[config.mk]
export PLATFORM = sky130hd
export DESIGN_NAME = sdga_div
export DESIGN_NICKNAME = d
export VERILOG_FILES = /design/src/design/sdga_div.sv
export SDC_FILE = /design/constraint.sdc
export NUM_CORES = 1
export LEC_CHECK = 0
export ABC_AREA = 1
export BUFFER_PORTS_ARGS = -buffer_cell sky130_fd_sc_hd__buf_2
export CAP_MARGIN = 25
export CORE_ASPECT_RATIO = 0.5
export CORE_UTILIZATION = 40
export DETAILED_ROUTE_END_ITERATION = 16
export PLACE_DENSITY = 0.6
export SLEW_MARGIN = 40
export SYNTH_ARGS = -nofsm -noshare
export SYNTH_HDL_FRONTEND = slang
export SYNTH_SLANG_ARGS = --single-unit
[constraint.sdc]
create_clock -name i_clk -period 2.8 [get_ports i_clk]
set_clock_uncertainty 0.15 [all_clocks]
set_input_delay 0.56 -clock i_clk [delete_from_list [all_inputs] [get_ports i_clk]]
set_output_delay 0.56 -clock i_clk [all_outputs]
set_load 0.1 [all_outputs]
[src/design/sdga_div.sv]
// Unsigned restoring divider, one quotient bit per cycle.
`timescale 1ns / 1ps

module sdga_div #(
    parameter int WIDTH = 32
) (
    input  logic             i_clk,
    input  logic             i_rst_n,
    input  logic             i_start,
    input  logic [WIDTH-1:0] i_dividend,
    input  logic [WIDTH-1:0] i_divisor,
    output logic             o_done,
    output logic [WIDTH-1:0] o_quotient,
    output logic [WIDTH-1:0] o_remainder
);

    localparam int CW = $clog2(WIDTH + 1);

    logic [WIDTH-1:0] r_q;
    logic [WIDTH-1:0] r_r;
    logic [WIDTH-1:0] r_d;
    logic [CW-1:0]    r_cnt;
    logic             r_run;
    logic             r_done;
    logic [WIDTH:0]   trial;
    logic             fits;

    assign trial = {r_r, r_q[WIDTH-1]};
    assign fits  = trial >= {1'b0, r_d};

    always_ff @(posedge i_clk) begin
        if (!i_rst_n) begin
            r_run  <= 1'b0;
            r_done <= 1'b0;
            r_cnt  <= '0;
        end else begin
            r_done <= 1'b0;
            if (i_start) begin
                r_run <= 1'b1;
                r_cnt <= CW'(WIDTH);
            end else if (r_run) begin
                r_cnt <= r_cnt - CW'(1);
                if (r_cnt == CW'(1)) begin
                    r_run  <= 1'b0;
                    r_done <= 1'b1;
                end
            end
        end
    end

    always_ff @(posedge i_clk) begin
        if (i_start) begin
            r_q <= i_dividend;
            r_r <= '0;
            r_d <= i_divisor;
        end else if (r_run) begin
            r_q <= {r_q[WIDTH-2:0], fits};
            r_r <= fits ? WIDTH'(trial - {1'b0, r_d}) : trial[WIDTH-1:0];
        end
    end

    assign o_done      = r_done;
    assign o_quotient  = r_q;
    assign o_remainder = r_r;

endmodule

---- After elaboration in Yosys (flattened, before gate mapping) ----
Cells that the tools add are included.
cells by class
  shift operators ......................... 0
  mux-type cells .......................... 9
  reduce and logical (&&, ||, !) cells .... 3
  equal/unequal tests ..................... 1
  add/subtract/negate cells ............... 2
  magnitude comparators ................... 1
  bitwise operators ....................... 2
  divide/modulo/power cells ............... 0
  $mul .................................... 0
operators with widths
  kind                   number
  $mux W32               3
  $ge A33 B32 Y1         1
  $sub A32 B32 Y32       1
  $mux W6                2
  $eq A6 B1 Y1 const B   1
  $sub A6 B1 Y6 const B  1
  $mux W1                4
  $reduce_or A3 Y1       1
  $not A1 Y1             2
  $reduce_bool A2 Y1     1
  $reduce_or A2 Y1       1
storage, ports and cells
  bits in latches ......................... 0
  input port bits ......................... 67
  RAM bits ................................ 0
  ROM bits ................................ 0
  memories ................................ 0
  bits in registers ....................... 104

---- Longest topological paths before layout ----
  depth in word-level cells ............... 4
  depth in mapped cells ................... 17
  depth with buffers taken out ............ 16

---- Worst setup path after synthesis ----
Ideal clock, no wire load.
  kind .................................... flip-flop to flip-flop
  start ................................... register r_r[27], in the netlist o_remainder[27]
  end ..................................... register r_r[12], in the netlist o_remainder[12]
  library setup time ...................... 0.175 ns
  period minus slack after synthesis ...... 2.781 ns
  data required time ...................... 2.475 ns
  stages on the path, launching flop included .. 13
  arrival time ............................ 2.457 ns
  slack ................................... 0.019 ns
  cells stage by stage .................... dfxtp_1 > ha_1 > nand2_1 > inv_2 > nand2_1 > nand2_1 > a21oi_1 > nand2_1 > a21oi_4 > buf_2 > nand3_1 > nand3_1 > o21ai_1
between the ends
  cells in the longest elaborated chain, start to end .. 2
ends and longest elaborated chain
  element                 RTL line  RTL
  start, declared         20        logic [WIDTH-1:0] r_r;
  start signal, assigned  58        r_r <= fits ? WIDTH'(trial - {1'b0, r_d}) : trial[WIDTH-1:0];
  $ge A33 B32 Y1          29        assign fits = trial >= {1'b0, r_d};
  $mux W32                58
Every way passes these cells.
A chain may end at the register's enable or synchronous reset.

---- Worst setup path after layout ----
  start ................................... register r_d[20]
  end ..................................... register r_r[8], in the netlist o_remainder[8]
between the ends
  cells in the longest elaborated chain, start to end .. 2
ends and longest elaborated chain
  element                 RTL line  RTL
  start, declared         21        logic [WIDTH-1:0] r_d;
  start signal, assigned  55        r_d <= i_divisor;
  $ge A33 B32 Y1          29
  $mux W32                58
Every way passes these cells.

==> metrics.yaml <==
floorplan:
  dieArea_um2: 17400
  die_y_um: 93.7
  placementRows: 33
  die_x_um: 185
  start_util_pct: 41.0
  fp.coreArea_um2: 16400
  num_io_pins: 132
setup_path:
  cp_data_arrival_time_ns: 2.60
  crit_top_cell: "nand2_1"
  critPathRequiredTime_ns: 2.89
  worstSetupPathType: "flop to flop"
  cp_top_family: "simple AND/OR/NAND/NOR gates"
  slowest_delay_ns: 0.37
  crit_path_max_fanout: 12
  cp-end-kind: "flop"
  crit_buf_inv: 2
  cp_slowest_cell: "ha_1"
  startpoint_type: "flop"
  crit_chain: "inv_1 > ha_1 > nand2_1 > nor2_1 > nand2_1 > nor2_2 > nand2_1 > nand2_1 > a21oi_4 > nand2_4 > buf_12 > nand2_1 > nand3_1 > o21ai_1"
pwr:
  peakVddDrop_v: 0.000345
  p_per_area_nw_per_um2: 486
  leakage_nw: 4.38
yosys:
  seq_area_frac_synth_pct: 40.4
  ys.flop_type: "edfxtp_1"
  synthDistinctLibCells: 35
  synth_edf_count: 64
  ys_warn_count: 0
  ys_ff_latch: 104
  async_flop_share_pct: 0
  syn-instance-count: 972
  avgSynthCellArea_um2: 6.93
  synth_nets: 1074
  syn-cell-area_um2: 6730
global_routing:
  grt_max_degree: 35
  grt_pass1_vias: 6078
  grt_overflow: 0
  grt_pass1_wl_um: 30700
  antenna_found_initial: 0
  gr-usage-all-layers_pct: 23.4
layout:
  antennaDiodeCount: 0
  finalNetCount: 1206
  drive_above_1_share_pct: 15.6
  area_delta_synth_final_pct: 18.2
  final_common_cell: "nand2_1"
  final_cells: 1336
  final_cell_mix: "nand2_1, inv_1, buf_2"
min_path:
  hp-class: "primary input to flop"
timing:
  fin_crit_sh_pct: 89.6
  fin_setup_tns_ns: 0
  max_slew_margin_pct: 63.4
  setup_violations: 0
  hold_viol: 0
  fmaxAchievable_mhz: 399
  period_needed_ns: 2.51
  maxSlewViolCount: 0
  worst_pin_slew_ns: 0.553
  rsz0062_at_grt: "no"
placement:
  globalplace.congestion: 0.929
  io_buffers: 131
  dpl.cell_count: 1320
  dpl.hpwl_um: 15100
outcome:
  outcome: "completed"
cts:
  cts_root_buf: "clkbuf_16"
  path_clk_slew_ns: 0.08
  cts_made_buffers: 9
  cts_setup_buffers: 0
  cts_tree: "yes"
  clock_latency_ns: 0.36
  cts.sinks: 104
  htree_num_levels: 3
  clk_path_buf_depth: 2
drt:
  drtIter0Drc: 341
  wl_per_cell_um: 14.5
  vias: 6372
  drc_errors: 0
  drt_wl_total_um: 19300
  final_antenna_net_count: 0
  first_pass_iters: 5
  viasPerCell: 4.77
flow_run:
  drv_cap: 0
## worst reg2reg max path, delay by kind of cell, from the launching register on
family	cells	cell delay, ns
AO/OA/AOI/OAI	2	0.17
adder cells (fa/ha/maj)	1	0.37
buffers and inverters	2	0.20
flip-flops	1	0.33
AND/OR/NAND/NOR	9	1.17
## path summary, 6_finish.rpt
path                                       from               to  slack, ns  depth (start not counted)
worst max-delay path                    r_d[20]   o_remainder[8]       0.29                         14
worst min register to register  o_remainder[23]  o_remainder[23]       0.34                          2
worst min-delay path              i_divisor[18]          r_d[18]       0.22                          1
worst max register to register          r_d[20]   o_remainder[8]       0.29                         14
## report_power, final
group	internal, W	switching, W
Clock	0.000615	0.000629
Sequential	0.00174	0.0000478
Combinational	0.000182	0.000658
## kinds of logic (layout without fill, tap and decap cells)
kind of cell	Yosys count	after routing	share of synthesized area, %
AO/OA/AOI/OAI	53	53	4.29
XOR/XNOR	15	15	1.95
adder cells (fa/ha/maj)	35	35	6.62
buffers and inverters	198	335	11.6
flip-flops	104	104	40.4
AND/OR/NAND/NOR	567	567	35.1
## metrics by stage
stage / setup WS [ns] / total power [W] / instance area [um^2] / hold WS (ns) / utilization [%]
2_1_floorplan: 0.0185 / 0.00245 / 6730 / 0.307 / -
3_3_place_gp: 0.220 / 0.00266 / 7680 / 0.321 / 46.7
3_5_place_dp: 0.211 / 0.00266 / 7680 / 0.330 / 46.7
4_1_cts: 0.199 / 0.00391 / 7960 / 0.203 / 48.4
5_1_grt: 0.0308 / 0.00404 / 7960 / 0.196 / 48.4
6_report: 0.291 / 0.00387 / 7960 / 0.217 / 48.4
## layer usage
metal | vias to the layer above | GRT usage, % | part of all wire (%)
li1 | 3272 | - | -
met1 | 2887 | 30.9 | 48
met2 | 189 | 36.5 | 43
met3 | 24 | 7.48 | 7.8
met4 | 0 | 6.34 | 1.4
met5 | - | 0 | 0
## registers in the layout, summed over array words and instances (netlist names)
register,count
o_done,1
o_quotient,32
o_remainder,32
r_cnt,6
r_d,32
r_run,1
## final cells by class
cell class,count,area (um^2)
fill,1751,8470
tap,227,284
sequential,104,2720
inverter,175,657
clock inverter,7,56.3
clock buffer,9,225
timing repair buffer,144,782
multi-input combinational,670,3230
## cell usage after synthesis (2+ instances only)
cell      number  area (um^2)
a31oi_1        2         12.5
nand3_1       72          360
clkbuf_1       9         33.8
nor2_2         2         12.5
nor2_1        49          184
o21ai_0        6         30.0
dfxtp_1       40          801
inv_1        171          642
ha_1          34          425
nand2_1      400         1500
o21ai_1       16         80.1
o21bai_1       3         22.5
buf_6          3         33.8
buf_2         10         50.1
a21oi_1       24          120
xor2_1         2         17.5
nor3_1         9         45.0
inv_2          3         11.3
nand3b_1      22          165
xnor2_1       13          114
and2_1         2         12.5
edfxtp_1      64         1920
nand2_2        4         25.0
## repair_timing
action                                  CTS  global route
endpoints found under the setup margin    0             1
hold buffers                              0             0
gates resized for setup                   0             1
endpoints found under the hold margin     0             0
Note: power is estimated with default switching activity, not from simulation.
